### src/sv/ascii_integer_parser_assert.svh
// Assertion macros for the ascii integer parser
`ifndef ASCII_INTEGER_PARSER_ASSERT_SVH
`define ASCII_INTEGER_PARSER_ASSERT_SVH

`ifndef SYNTHESIS
`define AIP_ASSERT_SAME(label, ante, cons) \
    label: assert property (@(posedge aclk) disable iff (!aresetn) (ante) |-> (cons)) \
        else $error("aip assertion failed");
`define AIP_ASSERT_NEXT(label, ante, cons) \
    label: assert property (@(posedge aclk) disable iff (!aresetn) (ante) |=> (cons)) \
        else $error("aip assertion failed");
`else
`define AIP_ASSERT_SAME(label, ante, cons)
`define AIP_ASSERT_NEXT(label, ante, cons)
`endif

`endif

### src/sv/aip_pkg.sv
// Shared types and constants of the ascii integer parser
package aip_pkg;

    localparam int COUNT_W   = 16;
    localparam int MAX_COUNT = 65535;
    localparam int Q_DEPTH   = 2;
    localparam int Q_PTR_W   = 1;
    localparam int Q_CNT_W   = 2;

    typedef enum logic [1:0] {
        MODE_AUTO = 2'd0,
        MODE_OCT  = 2'd1,
        MODE_DEC  = 2'd2,
        MODE_HEX  = 2'd3
    } base_mode_t;

    typedef enum logic [1:0] {
        ST_OK       = 2'd0,
        ST_OVERFLOW = 2'd1,
        ST_NONE     = 2'd2
    } status_t;

    typedef enum logic [1:0] {
        BASE8,
        BASE10,
        BASE16
    } base_t;

    typedef enum logic [2:0] {
        PH_IDLE,
        PH_SPACE,
        PH_FIRST,
        PH_ZERO,
        PH_HEXFIRST,
        PH_DIGITS
    } phase_t;

    typedef struct packed {
        logic       start_req;
        logic [7:0] ch;
    } aip_in_t;

    typedef struct packed {
        logic signed [63:0]   value;
        logic [COUNT_W-1:0]   consumed;
        status_t              status;
    } aip_out_t;

    typedef struct packed {
        logic       start;
        logic       space;
        logic       plus;
        logic       minus;
        logic       zero;
        logic       hex_x;
        logic       dig_ok;
        logic [3:0] dig;
    } aip_cls_t;

endpackage

### src/sv/aip_front.sv
// Front end: accept characters and classify them for the back end
module aip_front (
    input  logic             s_valid,
    output logic             s_ready,
    input  aip_pkg::aip_in_t s_data,
    output logic             push_valid,
    input  logic             push_ready,
    output aip_pkg::aip_cls_t push_data
);
    import aip_pkg::*;

    logic [7:0] c;

    assign c          = s_data.ch;
    assign s_ready    = push_ready;
    assign push_valid = s_valid;

    always_comb begin
        push_data        = '0;
        push_data.start  = s_data.start_req;
        push_data.space  = (c == 8'h20) || (c == 8'h09);
        push_data.plus   = (c == 8'h2B);
        push_data.minus  = (c == 8'h2D);
        push_data.zero   = (c == 8'h30);
        push_data.hex_x  = (c == 8'h78) || (c == 8'h58);
        if (c >= 8'h30 && c <= 8'h39) begin
            push_data.dig_ok = 1'b1;
            push_data.dig    = 4'(c - 8'h30);
        end else if (c >= 8'h61 && c <= 8'h66) begin
            push_data.dig_ok = 1'b1;
            push_data.dig    = 4'(c - 8'h57);
        end else if (c >= 8'h41 && c <= 8'h46) begin
            push_data.dig_ok = 1'b1;
            push_data.dig    = 4'(c - 8'h37);
        end
    end

endmodule

### src/sv/aip_queue.sv
// Two-entry queue of classified characters between front and back
module aip_queue (
    input  logic              aclk,
    input  logic              aresetn,
    input  logic              in_valid,
    output logic              in_ready,
    input  aip_pkg::aip_cls_t in_data,
    output logic              out_valid,
    input  logic              out_pop,
    output aip_pkg::aip_cls_t out_data
);
    import aip_pkg::*;

    aip_cls_t             entries_reg [Q_DEPTH];
    logic [Q_PTR_W-1:0]   wr_ptr_reg, wr_ptr_next;
    logic [Q_PTR_W-1:0]   rd_ptr_reg, rd_ptr_next;
    logic [Q_CNT_W-1:0]   count_reg, count_next;
    logic                 push;
    logic                 pop;

    assign in_ready  = (count_reg != Q_CNT_W'(Q_DEPTH));
    assign out_valid = (count_reg != '0);
    assign out_data  = entries_reg[rd_ptr_reg];
    assign push      = in_valid && in_ready;
    assign pop       = out_pop && out_valid;

    always_comb begin
        wr_ptr_next = push ? wr_ptr_reg + 1'b1 : wr_ptr_reg;
        rd_ptr_next = pop ? rd_ptr_reg + 1'b1 : rd_ptr_reg;
        count_next  = count_reg;
        if (push && !pop) begin
            count_next = count_reg + 1'b1;
        end else if (pop && !push) begin
            count_next = count_reg - 1'b1;
        end
    end

    always_ff @(posedge aclk) begin
        if (!aresetn) begin
            wr_ptr_reg <= '0;
            rd_ptr_reg <= '0;
            count_reg  <= '0;
        end else begin
            wr_ptr_reg <= wr_ptr_next;
            rd_ptr_reg <= rd_ptr_next;
            count_reg  <= count_next;
        end
    end

    always_ff @(posedge aclk) begin
        if (push) begin
            entries_reg[wr_ptr_reg] <= in_data;
        end
    end

endmodule

### src/sv/aip_back.sv
// Back end: parse state, digit accumulation and registered result
module aip_back (
    input  logic                 aclk,
    input  logic                 aresetn,
    input  aip_pkg::base_mode_t  base_mode,
    input  logic                 q_valid,
    output logic                 q_pop,
    input  aip_pkg::aip_cls_t    q_data,
    output logic                 m_valid,
    input  logic                 m_ready,
    output aip_pkg::aip_out_t    m_data
);
    import aip_pkg::*;

    localparam logic [63:0] POS_BOUND = 64'h7FFF_FFFF_FFFF_FFFF;
    localparam logic [63:0] NEG_BOUND = 64'h8000_0000_0000_0000;

    phase_t             phase_reg, phase_next, phase_eff;
    logic               neg_reg, neg_next, neg_eff;
    base_t              base_reg, base_next, base_eff;
    logic [63:0]        acc_reg, acc_next, acc_eff;
    logic               ovf_reg, ovf_next, ovf_eff;
    logic [COUNT_W-1:0] cnt_reg, cnt_next, cnt_eff, cnt_bump;
    logic               m_valid_reg;
    aip_out_t           m_data_reg;

    base_t              mode_base;
    base_t              chk_base;
    logic               dig_fit;
    logic [67:0]        scaled;
    logic [67:0]        sum;
    logic [63:0]        bound;
    logic               acc_over;
    logic               emit;
    logic               emit_fail;
    logic               out_free;
    aip_out_t           result;

    function automatic logic fits(base_t b, logic [3:0] d);
        logic r;
        unique case (b)
            BASE8:   r = (d < 4'd8);
            BASE10:  r = (d < 4'd10);
            BASE16:  r = 1'b1;
            default: r = 1'b0;
        endcase
        return r;
    endfunction

    assign out_free = !m_valid_reg || m_ready;
    assign q_pop    = q_valid && (!emit || out_free);
    assign m_valid  = m_valid_reg;
    assign m_data   = m_data_reg;

    always_comb begin
        phase_eff = q_data.start ? PH_SPACE : phase_reg;
        neg_eff   = q_data.start ? 1'b0 : neg_reg;
        base_eff  = q_data.start ? BASE10 : base_reg;
        acc_eff   = q_data.start ? '0 : acc_reg;
        ovf_eff   = q_data.start ? 1'b0 : ovf_reg;
        cnt_eff   = q_data.start ? '0 : cnt_reg;
    end

    always_comb begin
        unique case (base_mode)
            MODE_OCT: mode_base = BASE8;
            MODE_DEC: mode_base = BASE10;
            default:  mode_base = BASE16;
        endcase
        unique case (phase_eff)
            PH_SPACE, PH_FIRST: chk_base = (base_mode == MODE_AUTO) ? BASE10 : mode_base;
            PH_ZERO:            chk_base = BASE8;
            default:            chk_base = base_eff;
        endcase
        dig_fit = q_data.dig_ok && fits(chk_base, q_data.dig);

        unique case (chk_base)
            BASE8:   scaled = {acc_eff, 3'b0} + 68'd0;
            BASE10:  scaled = 68'({acc_eff, 3'b0}) + 68'({acc_eff, 1'b0});
            default: scaled = {acc_eff, 4'b0};
        endcase
        sum      = scaled + 68'(q_data.dig);
        bound    = neg_eff ? NEG_BOUND : POS_BOUND;
        acc_over = (sum > 68'(bound));
        cnt_bump = (cnt_eff == COUNT_W'(MAX_COUNT)) ? cnt_eff : cnt_eff + 1'b1;
    end

    always_comb begin
        phase_next = phase_eff;
        neg_next   = neg_eff;
        base_next  = base_eff;
        acc_next   = acc_eff;
        ovf_next   = ovf_eff;
        cnt_next   = cnt_eff;
        emit       = 1'b0;
        emit_fail  = 1'b0;
        unique case (phase_eff)
            PH_IDLE: begin
            end
            PH_SPACE, PH_FIRST: begin
                if (phase_eff == PH_SPACE && q_data.space) begin
                    cnt_next = cnt_bump;
                end else if (phase_eff == PH_SPACE && (q_data.plus || q_data.minus)) begin
                    neg_next   = q_data.minus;
                    cnt_next   = cnt_bump;
                    phase_next = PH_FIRST;
                end else if (base_mode == MODE_AUTO && q_data.zero) begin
                    base_next  = BASE10;
                    cnt_next   = cnt_bump;
                    phase_next = PH_ZERO;
                end else begin
                    base_next = chk_base;
                    if (!dig_fit) begin
                        emit       = 1'b1;
                        emit_fail  = 1'b1;
                        phase_next = PH_IDLE;
                    end else begin
                        acc_next   = 64'(q_data.dig);
                        cnt_next   = cnt_bump;
                        phase_next = PH_DIGITS;
                    end
                end
            end
            PH_ZERO: begin
                if (q_data.hex_x) begin
                    base_next  = BASE16;
                    cnt_next   = cnt_bump;
                    phase_next = PH_HEXFIRST;
                end else begin
                    base_next = BASE8;
                    acc_next  = '0;
                    if (!dig_fit) begin
                        emit       = 1'b1;
                        phase_next = PH_IDLE;
                    end else begin
                        phase_next = PH_DIGITS;
                        cnt_next   = cnt_bump;
                        if (acc_over) begin
                            ovf_next = 1'b1;
                        end else begin
                            acc_next = sum[63:0];
                        end
                    end
                end
            end
            PH_HEXFIRST: begin
                if (!dig_fit) begin
                    emit       = 1'b1;
                    emit_fail  = 1'b1;
                    phase_next = PH_IDLE;
                end else begin
                    acc_next   = 64'(q_data.dig);
                    cnt_next   = cnt_bump;
                    phase_next = PH_DIGITS;
                end
            end
            PH_DIGITS: begin
                if (!dig_fit) begin
                    emit       = 1'b1;
                    phase_next = PH_IDLE;
                end else begin
                    cnt_next = cnt_bump;
                    if (!ovf_eff) begin
                        if (acc_over) begin
                            ovf_next = 1'b1;
                        end else begin
                            acc_next = sum[63:0];
                        end
                    end
                end
            end
            default: begin
            end
        endcase
    end

    always_comb begin
        if (emit_fail) begin
            result.value    = '0;
            result.consumed = '0;
            result.status   = ST_NONE;
        end else begin
            if (ovf_eff) begin
                result.value = bound;
            end else if (neg_eff) begin
                result.value = 64'd0 - acc_eff;
            end else begin
                result.value = acc_eff;
            end
            result.consumed = cnt_eff;
            result.status   = ovf_eff ? ST_OVERFLOW : ST_OK;
        end
    end

    always_ff @(posedge aclk) begin
        if (!aresetn) begin
            phase_reg <= PH_IDLE;
            neg_reg   <= 1'b0;
            base_reg  <= BASE10;
            acc_reg   <= '0;
            ovf_reg   <= 1'b0;
            cnt_reg   <= '0;
        end else if (q_pop) begin
            phase_reg <= phase_next;
            neg_reg   <= neg_next;
            base_reg  <= base_next;
            acc_reg   <= acc_next;
            ovf_reg   <= ovf_next;
            cnt_reg   <= cnt_next;
        end
    end

    always_ff @(posedge aclk) begin
        if (!aresetn) begin
            m_valid_reg <= 1'b0;
        end else if (q_pop && emit) begin
            m_valid_reg <= 1'b1;
        end else if (m_ready) begin
            m_valid_reg <= 1'b0;
        end
    end

    always_ff @(posedge aclk) begin
        if (q_pop && emit) begin
            m_data_reg <= result;
        end
    end

endmodule

### src/sv/ascii_integer_parser.sv
// Top level of the ascii integer parser
// Takes one character per cycle while s_ready is high and returns one result per string:
// the signed 64-bit value, the count of characters consumed and a status. A character
// enters a two-entry queue in the cycle it transfers; the parse engine takes one queued
// character per cycle unless stalled, and its result appears in the output register the
// cycle after. The engine does one digit step (shift-add by the base and bound compare)
// per cycle, which sets the rate at one character per cycle. The engine stalls only when
// a result must be written while the output register still holds an untaken one.
// The user must see that base_mode is written only while idle; the block does not enforce it.
module ascii_integer_parser (
    input  logic              aclk,
    input  logic              aresetn,
    input  logic              cfg_wr_en,
    input  logic [1:0]        cfg_wr_data,
    input  logic              s_valid,
    output logic              s_ready,
    input  aip_pkg::aip_in_t  s_data,
    output logic              m_valid,
    input  logic              m_ready,
    output aip_pkg::aip_out_t m_data
);
    import aip_pkg::*;

`include "ascii_integer_parser_assert.svh"

    base_mode_t base_mode_reg;
    logic       push_valid;
    logic       push_ready;
    aip_cls_t   push_data;
    logic       q_valid;
    logic       q_pop;
    aip_cls_t   q_data;
    logic       out_zero;
    logic       out_at_limit;

    always_ff @(posedge aclk) begin
        if (!aresetn) begin
            base_mode_reg <= MODE_AUTO;
        end else if (cfg_wr_en) begin
            base_mode_reg <= base_mode_t'(cfg_wr_data);
        end
    end

    aip_front u_front (
        .s_valid    (s_valid),
        .s_ready    (s_ready),
        .s_data     (s_data),
        .push_valid (push_valid),
        .push_ready (push_ready),
        .push_data  (push_data)
    );

    aip_queue u_queue (
        .aclk      (aclk),
        .aresetn   (aresetn),
        .in_valid  (push_valid),
        .in_ready  (push_ready),
        .in_data   (push_data),
        .out_valid (q_valid),
        .out_pop   (q_pop),
        .out_data  (q_data)
    );

    aip_back u_back (
        .aclk      (aclk),
        .aresetn   (aresetn),
        .base_mode (base_mode_reg),
        .q_valid   (q_valid),
        .q_pop     (q_pop),
        .q_data    (q_data),
        .m_valid   (m_valid),
        .m_ready   (m_ready),
        .m_data    (m_data)
    );

    assign out_zero     = (m_data.value == 64'sd0) && (m_data.consumed == '0);
    assign out_at_limit = (m_data.value == 64'h7FFF_FFFF_FFFF_FFFF) ||
                          (m_data.value == 64'h8000_0000_0000_0000);

    `AIP_ASSERT_SAME(a_fail_zero, m_valid && m_data.status == ST_NONE, out_zero)
    `AIP_ASSERT_SAME(a_ovf_sat, m_valid && m_data.status == ST_OVERFLOW, out_at_limit)
    `AIP_ASSERT_SAME(a_ok_counted, m_valid && m_data.status != ST_NONE, m_data.consumed != '0)
    `AIP_ASSERT_SAME(a_full_has_head, !s_ready, q_valid)
    `AIP_ASSERT_NEXT(a_hold_result, m_valid && !m_ready, m_valid && $stable(m_data))

endmodule
### config.mk
export PLATFORM = sky130hd
export DESIGN_NAME = ascii_integer_parser
export DESIGN_NICKNAME = d
export VERILOG_FILES = /design/src/sv/aip_pkg.sv /design/src/sv/aip_front.sv /design/src/sv/aip_queue.sv /design/src/sv/aip_back.sv /design/src/sv/ascii_integer_parser.sv
export VERILOG_INCLUDE_DIRS = /design/src /design/src/sv
export SDC_FILE = /design/constraint.sdc
export NUM_CORES = 1
export LEC_CHECK = 0
export ABC_AREA = 1
export BUFFER_PORTS_ARGS = -buffer_cell sky130_fd_sc_hd__buf_2
export CAP_MARGIN = 30
export CORE_ASPECT_RATIO = 1.25
export CORE_MARGIN = 1.5
export CORE_UTILIZATION = 30
export DETAILED_ROUTE_END_ITERATION = 6
export PLACE_DENSITY = 0.56
export SKIP_CTS_REPAIR_TIMING = 1
export SKIP_LAST_GASP = 1
export SYNTH_ARGS = -nofsm -noshare
export SYNTH_HDL_FRONTEND = slang
export SYNTH_HIERARCHICAL = 1
export SYNTH_SLANG_ARGS = --single-unit
### constraint.sdc
create_clock -name aclk -period 9.7 [get_ports aclk]
set_clock_uncertainty 0.1 [all_clocks]
set_input_delay 0.485 -clock aclk [delete_from_list [all_inputs] [get_ports aclk]]
set_output_delay 0.485 -clock aclk [all_outputs]
set_load 0.005 [all_outputs]
* Yosys cells after proc, flatten, opt, wreduce, memory -nomap -nowiden *
Memory sizes are Yosys's and may differ from the RTL's. A register that Yosys moved wholly into a read port is not among the register bits.
Cells that the tools add are included.

word-level totals
  memories = 1
  memory bits (writable) = 22
  output and inout bits = 84
  bits in registers = 176
  input bits = 16
  logic and storage cells = 155

operators by class
  order comparisons = 9
  add/sub/neg operators = 11
  reduce and logical (&&, ||, !) cells = 29
  mux-type cells = 73
  eq/ne operators = 18

memories
  memory               depth  width  read ports  clocked after memory_dff  wr ports  RTL line         RTL
  u_queue.entries_reg  2      11     1           1                         1         aip_queue.sv:14  aip_cls_t entries_reg [Q_DEPTH];

operators with widths
  cell                                                               count
  2-to-1 mux 64 bit                                                  14
  one-hot mux 64 bit (4 select lines)                                1
  one-hot mux 68 bit (2 select lines)                                1
  2-to-1 mux 16 bit                                                  7
  adder 67 x 65 -> 68 bit                                            1
  adder 68 x 4 -> 68 bit                                             1
  greater-than comparator 68 x 64 -> 1 bit                           1
  subtractor 1 x 64 -> 64 bit, first input constant                  1
  one-hot mux 16 bit (3 select lines)                                1
  == test 8 x 6 -> 1 bit, second input constant                      4
  2-to-1 mux 1 bit                                                   23
  2-to-1 mux 3 bit                                                   7
  adder 16 x 1 -> 16 bit, second input constant                      1
  == test 16 bit, second input constant                              1
  == test 8 x 7 -> 1 bit, second input constant                      2
  greater-or-equal comparator 8 x 7 -> 1 bit, second input constant  2
  less-or-equal comparator 8 x 7 -> 1 bit, second input constant     2
  2-to-1 mux 2 bit                                                   8
  2-to-1 mux 5 bit                                                   3
  logical AND 1 bit                                                  13
  one-hot mux 2 bit (2 select lines)                                 3
  one-hot mux 3 bit (4 select lines)                                 1
  == test 8 x 4 -> 1 bit, second input constant                      1
  greater-or-equal comparator 8 x 6 -> 1 bit, second input constant  1
  20 further kinds                                                   40

* Longest topological paths before layout *
Gate-level depths: netlist of the first run.

  word-level depth = 19
  depth in mapped cells = 55
  depth with buffers taken out = 50

* By module *
Netlist of the first run, hierarchy kept.

by module, submodules not included
  module                times used  sequential area each (µm²)  area each (µm²)  cells each
  aip_back              1           4224.1                      21142.8          3656
  aip_queue             1           760.7                       1047.3           71
  aip_front             1           0.0                         281.5            46
  ascii_integer_parser  1           40.0                        77.6             12

* Worst setup path after synthesis of the first run *
Ideal clock, no wire load.

  path type = reg-to-reg
  start point = register with a tool-made name
  end point = register u_back.acc_reg[49]
  clock period less this slack = 6.785 ns
  data required time = 9.468 ns
  arrival = 6.553 ns
  path buffers = 8
  slack = 2.915 ns
  cell stages (with the launch flop) = 36
  path through = dfxtp_1 buf_6 mux2_2 buf_2 buf_1 clkbuf_1 nor2_1 clkbuf_1 clkbuf_1 clkbuf_1 ha_1 nand2_1 nor2_1 nand2_1 a31oi_1 a2111oi_0 o21ai_0 nand2_1 nand2_1 o21ai_0 nand2_1 nand2_1 a21oi_1 o21bai_1 nand2_1 nor2_1 nand2_2 nor2_8 nand2_1 nand2_1 nand2_1 buf_2 nand2_1 nand2_1 nand2_1 a21oi_1

RTL lines
  element               RTL line         RTL
  end signal, assigned  aip_back.sv:207  acc_reg <= acc_next;
  end, declared         aip_back.sv:21   logic [63:0] acc_reg, acc_next, acc_eff;

==> impl_results.md, run 1 <==
* Routed WL per cell at 20.3 um
* CP Data Required Time at 9990 ps
* Worst-path clk slew at approximately 90 ps
* Post-route DRC at 3
* Area delta synth->final at 9.26%
* Status: finished with violations
* Port Buffers at 99
* IO Pins at 100
* Pwr per Cell Area at 255 nW/um^2
* Vias per inst at 5.31
* Delay-heaviest family, CP: simple AND/OR/NAND/NOR gates
* Vias at 25500
* Placed insts at 4781
* R2R Setup Slk at 890 ps
* Top FF cell, synth: edfxtp_1
* Worst slew pin tran at 992 ps
* WL final at 97600 um
* Syn_area_per_cell at 5.96 um^2
* Endpoints failing hold at 0
* Largest register FFs at 82
* Antenna Cells at 0
* Htree depth at 4
* Initial DRC Count at 2419
* Worst setup SP type: register
* Worst path slowest cell: xor2_1
* Yosys top cell area share at ~18%
* Hold depth at 1
* Vias in the first global route at about 24000
* Worst-Skew Late Latency at about 470 ps
* Number of flops mapped to enable cells by yosys at 104
* Final Net Count at around 4000
* Cells after Synth at 3785
* CP Data Arrival Time at a little over 9000 ps
* Final Cycle Share at between 90% and 100%
* Core Box Area at 74600 um^2
* DIE WIDTH at 248 um
* Synth unique cells at 69
* Initial Utilization at 30.2%
* Crit Path Max Fanout at 23
* Static leakage at 11.3 nW
* Root buffer cell: clkbuf_16
* Async set or reset register ratio after synthesis at 0%
* Setup CP Type: reg -> reg
* Routability cong. at 1.01
* Hold_sp: s_data[8]
* Final Total Pwr at between 6 and 7 mW
* Worst reg2reg path depth at 40
* Worst hold path type: in -> reg
* Initial antenna violation count at 0
* Slew headroom at about a third
* Final Setup Violations at 0
* CTS Buf Count at 17
* Fin Setup TNS at 0 ps
* # Max-Cap Violations at 0
* Grt total ovfl at 0
* Post-route insts no fill at 4813
* RSZ-0062 raised after global routing: false
* Register bit count reported by yosys at between 150 and 200
* Post-Syn Nets at 3919
* Failing checks: design-rule violations
* Die area at 76800 um^2
* End point of the worst hold path: u_queue/entries_reg[0][10]
* Sequential cell area fraction in the yosys report at 22.3%
* Most frequent CP cell: nand2_1
* DP HPWL at 79100 um
* Share of layout cells above drive strength 1 at 8.98%
* Max Slew Vio Count at 0
* YS warnings at 6
* Maximum clock frequency at 113 MHz
* Row count at 112
* DRT antenna net count at 0
* VDD IR-drop max at 141 uV
* R2R Path End: u_back/acc_reg[33]
* Period minus WS final at a little under 9000 ps
* TritonRoute pass-1 iters at 7
* Gr usage total at roughly 25%
* Max incr delay on CP at 490 ps
* Synth top area cells: nand2_1 (18%), edfxtp_1 (14%), dfxtp_1 (8.4%), inv_1 (8.3%), nor2_1 (7.4%)
* First-pass GRT wire length at 144000 um
* Clk sink count at 199
* Synthesized area at 22500 um^2
* CTS tree: yes
* Post-synth top area cell: nand2_1
* Largest net degree at the start of global routing at 81
* Maximum buffer depth of the clock tree at 2
* Worst Setup End Kind: register
* Die height at 310 um
* Critical path buffer and inverter count at 8
[final cells by class]
class | count | area (um^2)
repair buffers | 137 | 806
fillers | 8490 | 49900
inverters | 558 | 2100
flip-flops and latches | 199 | 5020
multi-input cells | 2918 | 14900
clock buffers | 18 | 429
well taps | 969 | 1210
clock inverters | 14 | 154
[layout by cell type (no fill, tap or decap), types with 13 or more instances in the layout]
| master | n |
|---|---|
| buf_4 | 36 |
| nor2_2 | 31 |
| inv_1 | 494 |
| nor2_1 | 441 |
| ha_1 | 117 |
| a22oi_1 | 49 |
| o22ai_1 | 25 |
| dfxtp_1 | 95 |
| clkbuf_16 | 17 |
| o21ai_0 | 184 |
| a21oi_1 | 294 |
| o211ai_1 | 24 |
| nand4_1 | 66 |
| xor2_1 | 59 |
| nand2_2 | 20 |
| inv_2 | 50 |
| nand2_1 | 1092 |
| nor2_4 | 15 |
| nor3_1 | 60 |
| edfxtp_1 | 104 |
| nand3_1 | 260 |
| buf_2 | 99 |
| xnor2_1 | 13 |
| nor4_1 | 20 |
[cells in the mapped netlist (all sizes together), types with 2 or more instances]
library cell	instances
edfxtp	104
clkbuf	51
clkinv	10
nand3	271
nand2	1121
a2111oi	2
a22oi	49
o211ai	24
nor4	22
xnor2	13
a221oi	5
dfxtp	95
o31ai	4
and2	4
o311ai	3
nor2	488
o221ai	3
buf	59
a21o	5
a21boi	8
inv	548
o22ai	33
or2	4
ha	117
mux2	11
o21a	7
a211oi	3
o21ai	195
a211o	2
o21bai	7
nand3b	8
a311o	5
a31oi	12
xor2	59
nor3	61
a21oi	298
nand4	67
[worst reg2reg max path, delay by kind of cell, from the launching register on]
| kind | cells | cell delay (ps) |
|---|---|---|
| xor gates and xnor gates | 1 | 490 |
| adders and majority gates | 2 | 650 |
| DFF | 1 | 340 |
| muxes | 1 | 370 |
| buffers and inverters | 8 | 1910 |
| and+or+nand+nor | 22 | 3670 |
| AOI/OAI and AO/OA | 6 | 1200 |
[power breakdown]
| part | switching (mW) | internal (mW) |
|---|---|---|
| combinational | 3.18 | 1.15 |
| clock | 0.365 | 0.367 |
| sequential | 0.106 | 1.10 |
[metal layers]
metal / up-vias / GRT usage [%] / routed length, um
li1: 12500 / - / -
met1: 11700 / 28.0 / 37300
met2: 968 / 44.2 / 47700
met3: 299 / 2.20 / 4620
met4: 0 / 18.1 / 8000
met5: - / 0 / 0
[per-stage QoR]
stage                     util (%)  area [um^2]  hold slack (ps)  worst slack, ps
after global routing          33.0        24600              109              231
after global placement        32.3        24100              341             1230
after CTS                     33.0        24600              110             1260
after floorplan                  -        22500              328             2920
after detailed placement      32.3        24100              344             1300
final                         33.0        24600              131              887
[worst max-delay path by stage]
stage | slack [ps] | cells past startpoint | endpoint
floorplan | 2920 | 35 | u_back/acc_reg[49]
global placement | 1230 | 40 | u_back/acc_reg[59]
detailed placement | 1300 | 40 | u_back/acc_reg[33]
CTS | 1260 | 40 | u_back/acc_reg[50]
global route | 230 | 40 | u_back/acc_reg[37]
finish | 890 | 40 | u_back/acc_reg[33]
[cell families after synthesis]
logic type / Yosys count / synth area share, %
AO/OA/AOI/OAI: 670 / 17.1
XOR/XNOR: 72 / 2.80
adder cells (fa/ha/maj): 118 / 6.58
buffers and inverters: 668 / 11.8
flip-flops: 199 / 22.3
multiplexers: 11 / 0.549
AND/OR/NAND/NOR: 2047 / 38.9
No activity file was read; power rests on OpenSTA's default activity.
==> inputs of run 2 (changes only) <==
ABC_AREA = unset   (was 1)
==> impl_results.md, run 2 <==
* RSZ-0062 raised after global routing: false (unchanged)
* Sequential share of power at 25.8% (was 19.3%)
* Switching pwr at 2.11 mW (was 3.65 mW)
* Final Setup Violations at 0 (unchanged)
* Final Total Pwr at 4.22 mW (was 6.27 mW)
* Antenna Cells at 0 (unchanged)
* Setup CP Type: reg -> reg (unchanged)
* First-pass GRT wire length at 128000 um (was 144000 um)
* Register bit count reported by yosys at 199 (unchanged)
* Largest net degree at the start of global routing at 109 (was 81)
* # Max-Cap Violations at 0 (unchanged)
* Clock network power share at 17.6% (was 11.7%)
* Synth Area in Simple Gates at 28.0% (was 38.9%)
* CTS Buf Count at 17 (unchanged)
* Post-synth top area cell: edfxtp_1 (was nand2_1)
* Most frequent cells after synthesis: nor2_1 (351), nand2_1 (253), a21oi_1 (227) (was nand2_1 (1093), inv_1 (498), nor2_1 (445))
* WL final at 85000 um (was 97600 um)
* Crit Path Max Fanout at 43 (was 23)
* Synth Area in XOR/XNOR at 4.56% (was 2.80%)
* Post-route DRC at 0 (was 3)
* Worst path slowest cell: a311oi_1 (was xor2_1)
* Synthesized area at 20900 um^2 (was 22500 um^2)
* Worst Setup End Kind: register (unchanged)
* Period minus WS final at 9090 ps (was 8810 ps)
* Max Slew Vio Count at 0 (unchanged)
* Root buffer cell: clkbuf_16 (unchanged)
* DIE WIDTH at 239 um (was 248 um)
* Compound-gate portion of the synthesized area at 28.9% (was 17.1%)
* Clk sink count at 199 (unchanged)
* Initial Utilization at 30.2% (about the same)
* Pwr per Cell Area at 182 nW/um^2 (was 255 nW/um^2)
* Number of flops mapped to enable cells by yosys at 104 (unchanged)
* Htree depth at 4 (unchanged)
* CTS tree: yes (unchanged)
* Switch share at 50.1% (was 58.2%)
* Synth top area cells: edfxtp_1 (15%), dfxtp_1 (9.1%), ha_1 (7.0%), nor2_1 (6.3%), a21oi_1 (5.4%) (was nand2_1 (18%), edfxtp_1 (14%), dfxtp_1 (8.4%), inv_1 (8.3%), nor2_1 (7.4%))
* IO Pins at 100 (unchanged)
* R2R Path End: u_back/acc_reg[16] (was u_back/acc_reg[33])
* Row count at 108 (was 112)
* Slew headroom at 28.8% (was 33.6%)
* YS warnings at 6 (unchanged)
* Cell Int Power at 2.11 mW (was 2.62 mW)
* Status: finished, final reports clean (was finished with violations)
* Cells after Synth at 2797 (was 3785)
* Fin Setup TNS at 0 ps (unchanged)
* Mux cell area share after synthesis at 2.00% (was 0.549%)
* Static leakage at 8.40 nW (was 11.3 nW)
* Core Box Area at 69200 um^2 (was 74600 um^2)
* Worst-Skew Late Latency at 470 ps (about the same)
* Maximum buffer depth of the clock tree at 2 (unchanged)
* Gr usage total at 23.4% (was 25.0%)
* Post-route insts no fill at 3760 (was 4813)
* Port Buffers at 99 (unchanged)
* Endpoints failing hold at 0 (unchanged)
* Worst reg2reg path depth at 34 (was 40)
* Area delta synth->final at 10.7% (was 9.26%)
* Yosys top cell area share at 14.9% (was 18.2%)
* TritonRoute pass-1 iters at 6 (was 7)
* Grt total ovfl at 0 (unchanged)
* Worst-path clk slew at 90 ps (about the same)
* Synthesized-area fraction occupied by adder cells at 7.19% (was 6.58%)
* Final Cycle Share at 93.8% (was 90.9%)
* Die height at 298 um (was 310 um)
* Die area at 71300 um^2 (was 76800 um^2)
* CP Data Required Time at 9950 ps (was 9990 ps)
* Syn_area_per_cell at 7.48 um^2 (was 5.96 um^2)
* Most frequent cell after synthesis: nor2_1 (was nand2_1)
* Sequential cell area fraction in the yosys report at 24.0% (was 22.3%)
* Final WS setup at 606 ps (was 887 ps)
* R2R Setup Slk at 610 ps (was 890 ps)
* Placed insts at 3728 (was 4781)
* Vias per inst at 5.92 (was 5.31)
* DRT antenna net count at 0 (unchanged)
* Pre-CTS WS at 611 ps (was 1300 ps)
* Vias in the first global route at 21200 (was 23900)
* CP Data Arrival Time at 9350 ps (was 9100 ps)
* Most frequent cells in the layout: nor2_1 (349), nand2_1 (253), a21oi_1 (227) (was nand2_1 (1092), inv_1 (494), nor2_1 (441))
* Post-Syn Nets at 2931 (was 3919)
* Most common cell after layout, fill and taps aside: nor2_1 (was nand2_1)
* Final Net Count at 2946 (was 3965)
* VDD IR-drop max at 142 uV (was 141 uV)
* Vias at 22300 (was 25500)
* Share of layout cells above drive strength 1 at 11.0% (was 8.98%)
* Async set or reset register ratio after synthesis at 0% (unchanged)
* Max incr delay on CP at 580 ps (was 490 ps)
* Worst setup path endpoint: u_back/acc_reg[16] (was u_back/acc_reg[33])
* Worst slew pin tran at 1060 ps (was 992 ps)
* Largest register FFs at 82 (unchanged)
* Synth unique cells at 106 (was 69)
* Initial DRC Count at 1970 (was 2419)
* Most frequent CP cell: or4_1 (was nand2_1)
* DP HPWL at 67400 um (was 79100 um)
* Largest family of logic cells by synthesized area: compound AO/OA/AOI/OAI gates (was simple AND/OR/NAND/NOR gates)
* Routability cong. at 1.00 (was 1.01)
* Routed WL per cell at 22.6 um (was 20.3 um)
* Top FF cell, synth: edfxtp_1 (unchanged)
* Initial antenna violation count at 0 (unchanged)
* Worst setup SP type: register (unchanged)
* Comb pwr share at 56.6% (was 69.1%)
* Maximum clock frequency at 110 MHz (was 113 MHz)
* Worst hold path type: in -> reg (unchanged)
## run 2: worst max-delay path, delay by kind of cell (launching register included)
family                   cells  cell delay (ps)
flip-flops                   1              380
buffers and inverters        3              710
AND/OR/NAND/NOR             13             3210
multiplexers                 2              650
adder cells (fa/ha/maj)      2              650
XOR/XNOR                     1              230
AO/OA/AOI/OAI               13             3020
## run 2: kinds of logic (layout without fill, tap and decap cells)
group                    count (synthesis)  after routing
AND/OR/NAND/NOR                       1166           1166
AO/OA/AOI/OAI                          900            900
buffers and inverters                  263            291
flip-flops                             199            199
adder cells (fa/ha/maj)                120            120
XOR/XNOR                               109            109
multiplexers                            40             40
## run 2: stage by stage
step	util [%]	hold WS [ps]	area [um^2]
final	33.5	127	23200
after global routing	33.5	108	23200
after CTS	33.4	122	23100
after detailed placement	32.6	397	22500
after global placement	32.5	386	22500
after floorplan	-	342	20900
## run 2: worst min-delay path by stage
stage | start | end | slack, ps | cells after the start
after floorplan | u_back/acc_reg[63] | u_back/acc_reg[63] | 340 | 1
after global placement | u_back/base_reg[1] | u_back/base_reg[1] | 390 | 2
after detailed placement | u_back/cnt_reg[1] | u_back/cnt_reg[1] | 400 | 2
after CTS | s_data[8] | u_queue/entries_reg[0][10] | 120 | 1
after global routing | s_data[8] | u_queue/entries_reg[0][10] | 110 | 1
final | s_data[8] | u_queue/entries_reg[0][10] | 130 | 1
## run 2: power groups by stage
stage	Clock [mW]	Sequential [mW]	Combinational (mW)
final	0.743	1.09	2.39
after floorplan	0	1.04	1.63
after CTS	0.760	1.09	2.34
after detailed placement	0	1.11	2.33
after global routing	0.791	1.10	2.58
after global placement	0	1.11	2.33
## run 2: final cells by class
class / instances / area [um^2]
multi-input combinational: 2335 / 14900
fill: 7539 / 46000
tap: 935 / 1170
clock buffer: 18 / 429
timing repair buffer: 201 / 1270
clock inverter: 14 / 188
inverter: 58 / 218
sequential: 199 / 5030
## run 2: metal layers
layer | vias up | global-route usage, % | share of wire [%]
li1 | 10500 | - | -
met1 | 10600 | 26.9 | 39
met2 | 863 | 40.2 | 48
met3 | 274 | 2.49 | 4.6
met4 | 0 | 16.5 | 8.1
met5 | - | 0 | 0
